--- config.mk ---
export PLATFORM = sky130hd
export DESIGN_NAME = lifetime_offset_planner_unit
export DESIGN_NICKNAME = d
export VERILOG_FILES = /design/src/hw/rtl/lop_pkg.sv /design/src/hw/rtl/lifetime_offset_planner_unit.sv /design/src/hw/rtl/lop_datapath.sv /design/src/hw/rtl/lop_ctrl.sv
export SDC_FILE = /design/constraint.sdc
export NUM_CORES = 2
export LEC_CHECK = 0
export ABC_CLOCK_PERIOD_IN_PS = 14200
export CORE_ASPECT_RATIO = 0.5
export CORE_MARGIN = 5
export CORE_UTILIZATION = 40
export CTS_CLUSTER_DIAMETER = 50
export DETAILED_ROUTE_END_ITERATION = 10
export DONT_BUFFER_PORTS = 1
export GPL_TIMING_DRIVEN = 0
export PLACE_DENSITY = 0.59
export SLEW_MARGIN = 20
export SYNTH_ARGS = -nofsm -noshare
export SYNTH_HDL_FRONTEND = slang
export SYNTH_SLANG_ARGS = --single-unit
export TNS_END_PERCENT = 5
--- constraint.sdc ---
create_clock -name i_clk -period 14.2 [get_ports i_clk]
set_input_delay 2.13 -clock i_clk [delete_from_list [all_inputs] [get_ports i_clk]]
set_output_delay 2.13 -clock i_clk [all_outputs]
set_load 0.02 [all_outputs]
--- src/hw/rtl/lop_pkg.sv ---
// Package for the lifetime offset planner: widths, command and status codes,
// controller state type and the command/status structs. No dependencies.
`default_nettype none
package lop_pkg;
    localparam int IdSlots    = 16;
    localparam int IdBits     = 4;
    localparam int OffBits    = 32;
    localparam int StepBits   = 16;
    localparam int SizeBits   = 24;
    localparam int AlignBits  = 13;
    localparam int CntBits    = 5;
    localparam int MaxRequests = 16;

    typedef enum logic [1:0] {
        CMD_ADD   = 2'd0,
        CMD_BUILD = 2'd1,
        CMD_CLEAR = 2'd2,
        CMD_NONE  = 2'd3
    } t_cmd;

    typedef enum logic [2:0] {
        ST_OK       = 3'd0,
        ST_ZERO     = 3'd1,
        ST_BADALIGN = 3'd2,
        ST_REVERSED = 3'd3,
        ST_DUP      = 3'd4,
        ST_FULL     = 3'd5,
        ST_OVERFLOW = 3'd6
    } t_status;

    typedef enum logic [3:0] {
        S_IDLE,
        S_PICK,
        S_PICKDONE,
        S_SCAN,
        S_SCANDONE,
        S_STEP,
        S_FINAL,
        S_EMIT,
        S_OUT
    } t_state;

    typedef struct packed {
        logic add;        // validate and store the input word
        logic clear;      // invalidate all entries
        logic build_init; // clear placed flags, peak
        logic pick_init;  // start the next-request search
        logic pick_step;  // examine entry at counter
        logic scan_init;  // restart the counter and the best search
        logic scan_step;  // examine entry at counter for lowest offset
        logic gap_step;   // test the gap below the best entry
        logic final_place;// place the request at the candidate
        logic emit_init;  // start the emit walk
        logic emit_step;  // advance the emit walk
        logic load_out;   // load the output register
        logic ovf_out;    // load the overflow result
    } t_dp_cmd;

    typedef struct packed {
        logic cnt_end;    // counter at last entry
        logic have_pick;  // a next request was found
        logic have_best;  // a best overlapping entry was found
        logic gap_fits;   // request fits below the best entry
        logic overflow;   // offset arithmetic overflowed
        logic emit_found; // a valid entry at emit counter, or the empty-table word
        logic emit_end;   // emit walk past the last entry
    } t_dp_sts;
endpackage
`default_nettype wire

--- src/hw/rtl/lifetime_offset_planner_unit.sv ---
// Lifetime offset planner, top level: controller plus datapath. Uses lop_pkg.
// Add: result valid in the cycle after accept. Clear and unused code: no result.
// Build: a start step, then per request a pick walk over all ids, scan passes
// over all ids with a gap test after each that finds an overlap, and a place step;
// a last pick finds none. Emit: a word per used id, or one zero word; stalls hold it.
// Reset (synchronous, active low) empties the table and the output register.
`default_nettype none
module lifetime_offset_planner_unit
    import lop_pkg::*;
(
    input  wire logic                 i_clk,
    input  wire logic                 i_rst_n,
    input  wire logic                 i_valid,
    output logic                      o_stall,
    input  wire logic [1:0]           i_cmd,
    input  wire logic [IdBits-1:0]    i_req_id,
    input  wire logic [StepBits-1:0]  i_first_step,
    input  wire logic [StepBits-1:0]  i_last_step,
    input  wire logic [SizeBits-1:0]  i_byte_count,
    input  wire logic [AlignBits-1:0] i_alignment,
    output logic                      o_valid,
    input  wire logic                 i_stall,
    output logic [2:0]                o_status,
    output logic [IdBits-1:0]         o_out_id,
    output logic [OffBits-1:0]        o_offset,
    output logic [SizeBits-1:0]       o_size_bytes,
    output logic [OffBits-1:0]        o_high_water,
    output logic                      o_last
);
    t_dp_cmd w_cmd;
    t_dp_sts w_sts;
    logic    w_take;

    assign w_take = o_valid && !i_stall;

    lop_ctrl u_ctrl (
        .i_clk(i_clk), .i_rst_n(i_rst_n), .i_in_valid(i_valid), .i_cmd_code(i_cmd),
        .o_in_stall(o_stall), .i_out_busy(o_valid), .i_sts(w_sts), .o_cmd(w_cmd)
    );

    lop_datapath u_dp (
        .i_clk(i_clk), .i_rst_n(i_rst_n), .i_cmd(w_cmd), .o_sts(w_sts),
        .i_req_id(i_req_id), .i_first_step(i_first_step), .i_last_step(i_last_step),
        .i_byte_count(i_byte_count), .i_alignment(i_alignment),
        .i_out_take(w_take), .o_out_valid(o_valid),
        .o_status(o_status), .o_out_id(o_out_id), .o_offset(o_offset),
        .o_size_bytes(o_size_bytes), .o_high_water(o_high_water), .o_last(o_last)
    );
endmodule
`default_nettype wire

--- src/hw/rtl/lop_datapath.sv ---
// Datapath of the lifetime offset planner: request table, sort search, gap
// scan, offset arithmetic and the output register. Uses lop_pkg.
`default_nettype none
module lop_datapath
    import lop_pkg::*;
(
    input  wire logic                 i_clk,
    input  wire logic                 i_rst_n,
    input  wire t_dp_cmd              i_cmd,
    output t_dp_sts                   o_sts,
    input  wire logic [IdBits-1:0]    i_req_id,
    input  wire logic [StepBits-1:0]  i_first_step,
    input  wire logic [StepBits-1:0]  i_last_step,
    input  wire logic [SizeBits-1:0]  i_byte_count,
    input  wire logic [AlignBits-1:0] i_alignment,
    input  wire logic                 i_out_take,
    output logic                      o_out_valid,
    output logic [2:0]                o_status,
    output logic [IdBits-1:0]         o_out_id,
    output logic [OffBits-1:0]        o_offset,
    output logic [SizeBits-1:0]       o_size_bytes,
    output logic [OffBits-1:0]        o_high_water,
    output logic                      o_last
);
    logic [StepBits-1:0]  r_first [IdSlots];
    logic [StepBits-1:0]  r_lst   [IdSlots];
    logic [SizeBits-1:0]  r_bytes [IdSlots];
    logic [AlignBits-1:0] r_align [IdSlots];
    logic [OffBits-1:0]   r_off   [IdSlots];
    logic [IdSlots-1:0]   r_valid, r_placed, r_used;

    logic [IdBits-1:0] r_cnt, r_pick, r_best;
    logic              r_have_pick, r_have_best;
    logic [OffBits:0]  r_cand;  // one spare bit catches overflow
    logic [OffBits:0]  r_peak;
    logic              r_emit_end;
    t_dp_sts           r_sts;

    // Add checks.
    logic [CntBits-1:0] w_count;
    t_status            w_add_st;
    always_comb begin
        w_count = '0;
        for (int i = 0; i < IdSlots; i++) w_count = w_count + CntBits'(r_valid[i]);
        if (i_byte_count == '0) w_add_st = ST_ZERO;
        else if (i_alignment == '0 || (i_alignment & (i_alignment - 1'b1)) != '0)
            w_add_st = ST_BADALIGN;
        else if (i_first_step > i_last_step) w_add_st = ST_REVERSED;
        else if (r_valid[i_req_id]) w_add_st = ST_DUP;
        else if (w_count >= CntBits'(MaxRequests)) w_add_st = ST_FULL;
        else w_add_st = ST_OK;
    end

    // Ordering compare of entry at counter against current pick.
    logic [IdBits-1:0] c, p;
    logic w_before;
    always_comb begin
        c = r_cnt;
        p = r_pick;
        if (r_first[c] != r_first[p]) w_before = r_first[c] < r_first[p];
        else if (r_align[c] != r_align[p]) w_before = r_align[c] > r_align[p];
        else if (r_bytes[c] != r_bytes[p]) w_before = r_bytes[c] > r_bytes[p];
        else if (r_lst[c] != r_lst[p]) w_before = r_lst[c] < r_lst[p];
        else w_before = c < p;
    end

    logic w_overlap;
    assign w_overlap = !(r_lst[c] < r_first[p] || r_lst[p] < r_first[c]);

    // Align the candidate up to the request alignment.
    logic [OffBits:0] w_mask, w_aligned, w_sz, w_boff, w_bend, w_fend;
    logic             w_al_ovf;
    always_comb begin
        w_mask    = (OffBits+1)'(r_align[p]) - 1'b1;
        w_aligned = (r_cand + w_mask) & ~w_mask;
        w_al_ovf  = w_aligned[OffBits];
        w_sz      = (OffBits+1)'(r_bytes[p]);
        w_boff    = {1'b0, r_off[r_best]};
        w_bend    = w_boff + (OffBits+1)'(r_bytes[r_best]);
        w_fend    = w_aligned + w_sz;
    end

    // Gap test and overflow outcome, registered and seen by the controller in the next cycle.
    logic w_gap_fits, w_ovf;
    always_comb begin
        w_gap_fits = !w_al_ovf && (w_aligned <= w_boff) && (w_sz <= w_boff - w_aligned);
        w_ovf = (i_cmd.gap_step && (w_al_ovf || (!w_gap_fits && w_bend[OffBits])))
             || (i_cmd.final_place && (w_al_ovf || w_fend[OffBits]));
    end

    // Entry at the counter is the highest valid id.
    logic w_is_last;
    always_comb begin
        w_is_last = 1'b1;
        for (int i = 0; i < IdSlots; i++)
            if (IdBits'(i) > c && r_valid[i]) w_is_last = 1'b0;
    end

    always_ff @(posedge i_clk) begin
        if (!i_rst_n) begin
            r_valid     <= '0;
            r_placed    <= '0;
            r_sts       <= '0;
            o_out_valid <= 1'b0;
            r_emit_end  <= 1'b0;
        end else begin
            r_sts.overflow <= w_ovf;
            r_sts.gap_fits <= i_cmd.gap_step && w_gap_fits;
            if (i_out_take) o_out_valid <= 1'b0;
            if (i_cmd.add) begin
                if (w_add_st == ST_OK) begin
                    r_first[i_req_id] <= i_first_step;
                    r_lst[i_req_id]   <= i_last_step;
                    r_bytes[i_req_id] <= i_byte_count;
                    r_align[i_req_id] <= i_alignment;
                    r_valid[i_req_id] <= 1'b1;
                    r_placed[i_req_id] <= 1'b0;
                end
                o_out_valid  <= 1'b1;
                o_status     <= w_add_st;
                o_out_id     <= i_req_id;
                o_offset     <= '0;
                o_size_bytes <= i_byte_count;
                o_high_water <= '0;
                o_last       <= 1'b1;
            end
            if (i_cmd.clear) begin
                r_valid  <= '0;
                r_placed <= '0;
            end
            if (i_cmd.build_init) begin
                r_placed <= '0;
                r_peak   <= '0;
                r_used   <= '0;
                r_cand   <= '0;
            end
            if (i_cmd.pick_init) begin
                r_cnt <= '0;
                r_have_pick <= 1'b0;
                r_sts.have_pick <= 1'b0;
                r_sts.cnt_end <= 1'b0;
            end
            if (i_cmd.pick_step) begin
                if (r_valid[c] && !r_placed[c] && (!r_have_pick || w_before)) begin
                    r_pick <= c;
                    r_have_pick <= 1'b1;
                    r_sts.have_pick <= 1'b1;
                end
                r_cnt <= r_cnt + 1'b1;
                r_sts.cnt_end <= (r_cnt == IdBits'(IdSlots - 2));
            end
            if (i_cmd.scan_init) begin
                r_cnt <= '0;
                r_have_best <= 1'b0;
                r_sts.have_best <= 1'b0;
                r_sts.cnt_end <= 1'b0;
            end
            if (i_cmd.scan_step) begin
                if (r_placed[c] && !r_used[c] && w_overlap &&
                    (!r_have_best || r_off[c] < r_off[r_best])) begin
                    r_best <= c;
                    r_have_best <= 1'b1;
                    r_sts.have_best <= 1'b1;
                end
                r_cnt <= r_cnt + 1'b1;
                r_sts.cnt_end <= (r_cnt == IdBits'(IdSlots - 2));
            end
            if (i_cmd.gap_step) begin
                r_used[r_best] <= 1'b1;
                if (!w_gap_fits) r_cand <= (w_bend > w_aligned) ? w_bend : w_aligned;
            end
            if (i_cmd.final_place) begin
                if (!(w_al_ovf || w_fend[OffBits])) begin
                    r_off[p]    <= w_aligned[OffBits-1:0];
                    r_placed[p] <= 1'b1;
                    if (w_fend > r_peak) r_peak <= w_fend;
                end
                r_cand <= '0;
                r_used <= '0;
            end
            if (i_cmd.ovf_out) begin
                r_placed     <= '0;
                o_out_valid  <= 1'b1;
                o_status     <= ST_OVERFLOW;
                o_out_id     <= p;
                o_offset     <= '0;
                o_size_bytes <= '0;
                o_high_water <= '0;
                o_last       <= 1'b1;
            end
            if (i_cmd.emit_init) begin
                r_cnt <= '0;
                r_emit_end <= 1'b0;
            end
            if (i_cmd.emit_step) begin
                r_cnt <= r_cnt + 1'b1;
                // An empty table ends after its single all-zero word.
                r_emit_end <= (r_cnt == IdBits'(IdSlots - 1)) || (r_valid == '0);
            end
            if (i_cmd.load_out) begin
                o_out_valid <= 1'b1;
                o_status    <= ST_OK;
                if (r_valid == '0) begin
                    o_out_id     <= '0;
                    o_offset     <= '0;
                    o_size_bytes <= '0;
                    o_high_water <= '0;
                    o_last       <= 1'b1;
                end else begin
                    o_out_id     <= c;
                    o_offset     <= r_off[c];
                    o_size_bytes <= r_bytes[c];
                    o_last       <= w_is_last;
                    o_high_water <= w_is_last ? r_peak[OffBits-1:0] : '0;
                end
            end
        end
    end

    always_comb begin
        o_sts = r_sts;
        o_sts.emit_found = (r_valid[c] || (r_valid == '0)) && !r_emit_end;
        o_sts.emit_end   = r_emit_end;
    end
endmodule
`default_nettype wire

--- src/hw/rtl/lop_ctrl.sv ---
// Controller state machine of the lifetime offset planner. Issues datapath
// commands and follows datapath status. Uses lop_pkg.
`default_nettype none
module lop_ctrl
    import lop_pkg::*;
(
    input  wire logic       i_clk,
    input  wire logic       i_rst_n,
    input  wire logic       i_in_valid,
    input  wire logic [1:0] i_cmd_code,
    output logic            o_in_stall,
    input  wire logic       i_out_busy,
    input  wire t_dp_sts    i_sts,
    output t_dp_cmd         o_cmd
);
    t_state r_state, n_state;
    logic   w_acc;
    t_cmd   w_code;

    assign w_code = t_cmd'(i_cmd_code);
    assign o_in_stall = (r_state != S_IDLE) || i_out_busy;
    assign w_acc = i_in_valid && !o_in_stall;

    always_ff @(posedge i_clk) begin
        if (!i_rst_n) r_state <= S_IDLE;
        else r_state <= n_state;
    end

    always_comb begin
        n_state = r_state;
        unique case (r_state)
            S_IDLE: if (w_acc && w_code == CMD_BUILD) n_state = S_PICK;
            S_PICK: if (i_sts.cnt_end) n_state = S_PICKDONE;
            S_PICKDONE: n_state = i_sts.have_pick ? S_SCAN : S_EMIT;
            S_SCAN: if (i_sts.cnt_end) n_state = S_SCANDONE;
            S_SCANDONE: n_state = i_sts.have_best ? S_STEP : S_FINAL;
            // The gap test outcome is visible here, in the cycle after the test.
            S_STEP: begin
                priority if (i_sts.overflow) n_state = S_IDLE;
                else if (i_sts.gap_fits) n_state = S_FINAL;
                else n_state = S_SCAN;
            end
            S_FINAL: n_state = i_sts.overflow ? S_IDLE : S_PICK;
            S_EMIT: begin
                priority if (i_sts.emit_end) n_state = S_IDLE;
                else if (i_sts.emit_found && !i_out_busy) n_state = S_OUT;
                else n_state = S_EMIT;
            end
            S_OUT: n_state = S_EMIT;
            default: n_state = S_IDLE;
        endcase
    end

    always_comb begin
        o_cmd = '0;
        unique case (r_state)
            S_IDLE: begin
                o_cmd.add        = w_acc && (w_code == CMD_ADD);
                o_cmd.clear      = w_acc && (w_code == CMD_CLEAR);
                o_cmd.build_init = w_acc && (w_code == CMD_BUILD);
                o_cmd.pick_init  = w_acc && (w_code == CMD_BUILD);
            end
            S_PICK: o_cmd.pick_step = 1'b1;
            S_PICKDONE: begin
                o_cmd.scan_init = i_sts.have_pick;
                o_cmd.emit_init = !i_sts.have_pick;
            end
            S_SCAN: o_cmd.scan_step = 1'b1;
            S_SCANDONE: begin
                o_cmd.gap_step    = i_sts.have_best;
                o_cmd.final_place = !i_sts.have_best;
            end
            S_STEP: begin
                o_cmd.ovf_out     = i_sts.overflow;
                o_cmd.final_place = !i_sts.overflow && i_sts.gap_fits;
                o_cmd.scan_init   = !i_sts.overflow && !i_sts.gap_fits;
            end
            S_FINAL: begin
                o_cmd.ovf_out   = i_sts.overflow;
                o_cmd.pick_init = !i_sts.overflow;
            end
            // Unused ids are skipped without waiting for the output register.
            S_EMIT: begin
                o_cmd.load_out  = !i_sts.emit_end && i_sts.emit_found && !i_out_busy;
                o_cmd.emit_step = !i_sts.emit_end && !i_sts.emit_found;
            end
            S_OUT: o_cmd.emit_step = 1'b1;
            default: o_cmd = '0;
        endcase
    end
endmodule
`default_nettype wire

* Word level (Yosys, flattened, before mapping)
Memories as Yosys holds them, arrays and structs flattened. A register that Yosys moved wholly into a read port is not among the register bits. Cells that the tools add are included.
Operators by class: add/sub/neg operators 22, order comparisons 37, eq/ne operators 19, mux-type cells 145, bitwise operators 9, reductions and logical operators 91
Operators by type and width (count):
- two-way mux 33 bit | 8
- two-way mux 32 bit | 7
- two-way mux 16 bit | 10
- two-way mux 4 bit | 27
- two-way mux 24 bit | 4
- adder 5 x 1 -> 5 bit | 14
- > comparator 33 bit | 2
- < comparator 16 bit | 4
- two-way mux 1 bit | 64
- bitwise OR 16 bit | 3
- logical AND 1 bit | 42
- one-hot mux 4 bit (9 select lines) | 1
- adder 32 x 24 -> 33 bit | 1
- adder 33 x 24 -> 33 bit | 1
- adder 33 bit | 1
- AND 33 bit | 1
- <= comparator 24 x 33 -> 1 bit | 1
- <= comparator 33 x 32 -> 1 bit | 1
- NOT 33 bit | 1
- subtractor 32 x 33 -> 33 bit | 1
- > comparator 4 bit (first input constant) | 8
- < comparator 32 bit | 1
- inequality test 16 bit | 2
- two-way mux 3 bit | 10
- other kinds (47) | 108
Word-level totals: bits in registers 235, bits in writable memories 1616, input bits 79, output and inout port bits 98, logic and storage cells 353, memories kept 5
Memories:
- u_dp.r_off | words 16, bits a word 32, rd ports 2, clocked after memory_dff 2, wr ports 1, line lop_datapath.sv:29 | logic [OffBits-1:0] r_off [IdSlots];
- u_dp.r_bytes | words 16, bits a word 24, rd ports 3, clocked after memory_dff 3, wr ports 1, line lop_datapath.sv:27 | logic [SizeBits-1:0] r_bytes [IdSlots];
- u_dp.r_first | words 16, bits a word 16, rd ports 2, clocked after memory_dff 2, wr ports 1, line lop_datapath.sv:25 | logic [StepBits-1:0] r_first [IdSlots];
- u_dp.r_lst | words 16, bits a word 16, rd ports 2, clocked after memory_dff 2, wr ports 1, line lop_datapath.sv:26 | logic [StepBits-1:0] r_lst [IdSlots];
- u_dp.r_align | words 16, bits a word 13, rd ports 2, clocked after memory_dff 2, wr ports 1, line lop_datapath.sv:28 | logic [AlignBits-1:0] r_align [IdSlots];

* Longest topological paths before layout
depth in word-level cells 30, mapped depth 55, mapped depth without buffers 52

* By module
From an unflattened synthesis, not the netlist that was laid out.
Second synthesis, totals: cell total of the unflattened synthesis 5899, area, all modules 100269.9 um^2
By module, submodules not included:
- lop_datapath | instances 1, cells an instance 5829, area each 99740.7 um^2, seq. area each 55313.0 um^2
- lop_ctrl | instances 1, cells an instance 69, area each 515.5 um^2, seq. area each 80.1 um^2
- lifetime_offset_planner_unit | instances 1, cells an instance 1, area each 13.8 um^2, seq. area each 0.0 um^2

* Least setup slack after synthesis
Ideal clock, no wire load.
path type flip-flop to flip-flop, from register (tool-made name), to register u_dp.r_cand[14] (data pin), setup time 0.262 ns, data arrival time 10.149 ns, required time 13.938 ns, setup slack 3.789 ns, cell stages (with the launch flop) 42, buffers on the path 11, period minus slack after synthesis 10.411 ns, path through dfxtp_1 > buf_2 > buf_1 > buf_2 > buf_2 > buf_2 > buf_2 > clkbuf_1 > clkbuf_1 > buf_1 > mux4_2 > mux4_2 > fa_1 > a211oi_1 > o21ai_0 > a21o_1 > o31a_1 > nand2_1 > (+6 left out) > nand2_1 > nand2_1 > maj3_1 > maj3_1 > xnor2_1 > ha_1 > nand4_1 > a21oi_1 > a211oi_1 > nor4_1 > o221ai_1 > nor4_1 > and4_1 > a32o_1 > o21ai_2 > buf_6 > buf_12 > mux2i_1
RTL lines:
- end signal, assigned | line lop_datapath.sv:170 | if (!w_gap_fits) r_cand <= (w_bend > w_aligned) ? w_bend : w_aligned;
- end, declared | line lop_datapath.sv:34 | logic [OffBits:0] r_cand;

==> flow_summary.rst <==
.. list-table::
   :header-rows: 1

   * - Metric
     - Value
   * - Run status
     - finished clean
   * - Layout Cells excl Fill
     - slightly below 10,000
   * - First-pass GRT wire length
     - ~500 mm
   * - Endpoint arrival time on the critical path
     - 14.30 ns
   * - Commonest cells after routing, fill and taps aside
     - 1,808 x sky130_fd_sc_hd__edfxtp_1, 1,131 x sky130_fd_sc_hd__mux4_2, 342 x sky130_fd_sc_hd__ha_1
   * - Prevailing post-synth register cell
     - sky130_fd_sc_hd__edfxtp_1
   * - Deepest clock path buffer count
     - 4
   * - Vias after detailed routing
     - between 60,000 and 70,000
   * - Antenna violations before repair
     - 26
   * - Setup tns final
     - 0 ns
   * - Hold WC Path Type
     - reg -> reg
   * - Final weighted congestion in routability-driven placement
     - roughly 0.91
   * - Detailed-router iteration count before antenna repair
     - 8
   * - Total of buffers placed on input and output ports
     - 0
   * - Post-DR wirelength/cell
     - about 37 microns
   * - Cell area after technology mapping
     - ~0.099 sq mm
   * - Max Clk Rate
     - roughly 73 MHz
   * - Syn nets
     - 6,255
   * - Delay of the slowest critical-path stage
     - approximately 0.77 ns
   * - Slowest-stage cell, CP
     - sky130_fd_sc_hd__and2_1
   * - Vias in the first global route
     - approximately 64,000
   * - Total leakage power
     - about 38 nW
   * - Power density relative to cell area
     - around 130 mW/mm^2
   * - Clock tree from TritonCTS
     - built
   * - Number of top-level pins
     - ~180
   * - HPWL after detailed placement
     - between 200 and 300 mm
   * - GRT overflow
     - 0
   * - Most common cell after layout, fill and taps aside
     - sky130_fd_sc_hd__edfxtp_1
   * - Via density per instance
     - between 6 and 7
   * - Fraction of layout cells with a size suffix above 1
     - between 20% and 30%
   * - Fin nets
     - 6,588
   * - Count of maximum capacitance violations
     - 0
   * - Chip Height
     - between 300 and 400 microns
   * - Avg Cell Area, Syn
     - between 15 and 20 sq um
   * - WHS
     - about 0.46 ns
   * - Post-synthesis sequential area ratio
     - a little under three fifths
   * - Reg2reg end
     - u_dp.r_cand[19]$_SDFFCE_PP0P_
   * - Largest driver fanout on the critical path
     - 19
   * - Multi-input gate area in the final layout
     - between 0.04 and 0.05 sq mm
   * - FILL cells
     - roughly 21,000
   * - Flop and latch count out of synthesis
     - approximately 1,900
   * - RSZ-0062 raised after global routing
     - false
   * - Total GRT Usage
     - between 20% and 30%
   * - Root Driver
     - sky130_fd_sc_hd__clkbuf_16
   * - Count of final max-slew check failures
     - 0
   * - Area grow syn2layout
     - 14.02%
   * - Clock network latency to the later pin of the worst-skew pair
     - 0.89 ns
   * - Worst-path clk slew
     - approximately 0.060 ns
   * - Worst voltage drop across the vdd grid
     - roughly 110 uV
   * - Capturing element of the worst setup path
     - u_dp.r_cand[19]$_SDFFCE_PP0P_
   * - Worst hold path depth
     - 2
   * - Hold violation count in the final report
     - 0
   * - Drt total wl
     - around 350 mm
   * - Synth area leader
     - sky130_fd_sc_hd__edfxtp_1
   * - Worst Setup Path Type
     - reg -> reg
   * - EDFF count, synth
     - ~1,800
   * - Flop-to-flop setup slack
     - approximately 0.53 ns
   * - Initial Utilization
     - between 40% and 50%
   * - Dominant cells by area after synthesis
     - sky130_fd_sc_hd__edfxtp_1 55%, sky130_fd_sc_hd__mux4_2 26%, sky130_fd_sc_hd__ha_1 4.3%
   * - Total power
     - 14.71 mW
   * - Cell count after synthesis
     - 5,822
   * - Req. time, crit path
     - approximately 15 ns
   * - Detailed router's first-iteration violation count
     - approximately 9,000
   * - Clock tree skew after final layout
     - ~0.11 ns
   * - Normalized max-slew margin
     - about an eighth
   * - Post-CTS Setup Repair Bufs
     - 0
   * - Floorplan die area
     - ~0.26 sq mm
   * - Maximum number of pins on one net before global-route repair
     - 86
   * - Core Rows
     - around 130
   * - FF-to-FF path depth
     - 48
   * - Synth top area share
     - a little over half
   * - Synth unique cells
     - between 90 and 100
   * - H-tree level count
     - 4
   * - Post-detailed-route DRC marker count
     - 0
   * - Die span in x
     - between 700 and 800 microns
   * - CTS Buf Count
     - 190
   * - Number of warnings reported in the yosys synthesis log
     - 0
   * - Clock Sink Count
     - 1,863
   * - Placed insts
     - ~9,300
   * - Final period demand of the worst path
     - 13.67 ns
   * - Sort of element at the end of the critical path
     - flop
   * - Worst-Margin Slew
     - ~1.3 ns
   * - Final period utilization
     - 96.26%
   * - Core ar.
     - approximately 0.25 sq mm
   * - Asr flop ratio synth
     - 0%
   * - Final Setup Violations
     - 0
   * - Cell mode on critical path
     - sky130_fd_sc_hd__inv_1
   * - Antenna Nets Post-Route
     - 0
   * - Critical path startpoint category
     - flop
   * - Register area
     - approximately 0.055 sq mm
[registers in the layout, summed over array words and instances (netlist names), 5 cells and up, named ones only]
signal             count
u_dp.r_off           512
u_dp.r_bytes         384
u_dp.r_first         256
u_dp.r_lst           256
u_dp.r_align         208
u_dp.r_cand           33
u_dp.r_peak           33
u_dp.o_high_water     32
u_dp.o_offset         32
u_dp.o_size_bytes     24
u_dp.r_placed         16
u_dp.r_used           16
u_dp.r_valid          16
u_dp.o_sts             5
[metrics by stage]
stage	worst slack (ns)	cell area (sq um)	util, %
floorplan	3.789	99440	-
global placement	-2.640	103600	41.91
detailed placement	-0.7391	107400	43.42
CTS	0.1322	113300	45.83
global route	0.01591	113400	45.84
finish	0.5314	113400	45.85
[cells by family after synthesis]
| family | share of synthesized area (%) |
|---|---|
| buffers and inverters | 2.514 |
| multiplexers | 26.63 |
| AND/OR/NAND/NOR | 4.574 |
| flip-flops | 55.70 |
| AO/OA/AOI/OAI | 4.615 |
| adder cells (fa/ha/maj) | 4.688 |
| XOR/XNOR | 1.273 |
[cells in the mapped netlist, drive strengths merged (13+ instances only)]
cell type	instances
inv	291
maj3	14
buf	113
xnor2	105
nor2	201
nand2b	52
o21bai	18
o21ai	122
edfxtp	1808
nor4	27
dfxtp	55
o21a	42
mux2i	74
nand4	60
o211ai	21
a21boi	13
o31ai	26
a22o	33
nor3	95
a211oi	14
and2	51
mux4	1131
clkbuf	221
a32oi	14
ha	342
mux2	24
xor2	37
a22oi	25
a31oi	21
nand2	214
nor2b	51
a21oi	183
a21o	87
nand3	76
or2	15
[routing by layer]
layer | share of wire (%) | track usage, % | up-vias
li1 | - | - | 24960
met1 | 37 | 34.95 | 33580
met2 | 46 | 42.80 | 4232
met3 | 11 | 7.092 | 911
met4 | 5.3 | 12.25 | 14
met5 | 0.026 | 0 | -
[timing repair]
item | in CTS | in global routing
endpoints found under the hold margin | 0 | 0
resized for setup | 8 | 11
hold buffers | 0 | 0
endpoints found under the setup margin | 30 | 34
[cell type report]
class                   instances  area share, %
repair buffers                142          2.906
diodes                         10        0.02207
plain buffers                 333          1.389
flip-flops and latches       1863          48.86
inverters                     296         0.9799
multi-input cells            3329          36.94
well taps                    3340          3.686
clock inverters               101         0.7934
clock buffers                 229          4.433
[power by group]
group | internal, mW | total (mW) | leakage, nW | switching (mW)
clock | 2.77 | 5.00 | 2.90 | 2.23
combinational | 1.47 | 3.57 | 18.2 | 2.10
sequential | 6.10 | 6.14 | 16.8 | 0.0386
total | 10.4 | 14.7 | 38.0 | 4.36
[worst min path at each step]
stage / slack (ns) / endpoint / from
2_1_floorplan: 0.44 / u_dp.o_sts[4]$_SDFF_PN0_ / u_dp.o_sts[4]$_SDFF_PN0_
3_3_place_gp: 0.45 / u_dp.o_sts[4]$_SDFF_PN0_ / u_dp.o_sts[4]$_SDFF_PN0_
3_5_place_dp: 0.45 / u_dp.o_sts[4]$_SDFF_PN0_ / u_dp.o_sts[4]$_SDFF_PN0_
4_1_cts: 0.46 / u_dp.o_sts[4]$_SDFF_PN0_ / u_dp.o_sts[4]$_SDFF_PN0_
5_1_grt: 0.49 / u_dp.o_sts[4]$_SDFF_PN0_ / u_dp.o_sts[4]$_SDFF_PN0_
6_report: 0.46 / u_dp.o_sts[4]$_SDFF_PN0_ / u_dp.o_sts[4]$_SDFF_PN0_
[worst max-delay path: cells and delay by family, from the launching register on]
kind / cells / cell delay [ns]
muxes: 3 / 1.46
AOI/OAI and AO/OA: 17 / 4.37
and+or+nand+nor: 12 / 3.28
DFF: 1 / 0.32
adders and majority gates: 4 / 1.36
buffers and inverters: 9 / 1.66
xor gates and xnor gates: 3 / 0.90
Power figures use the tool's default switching activity.
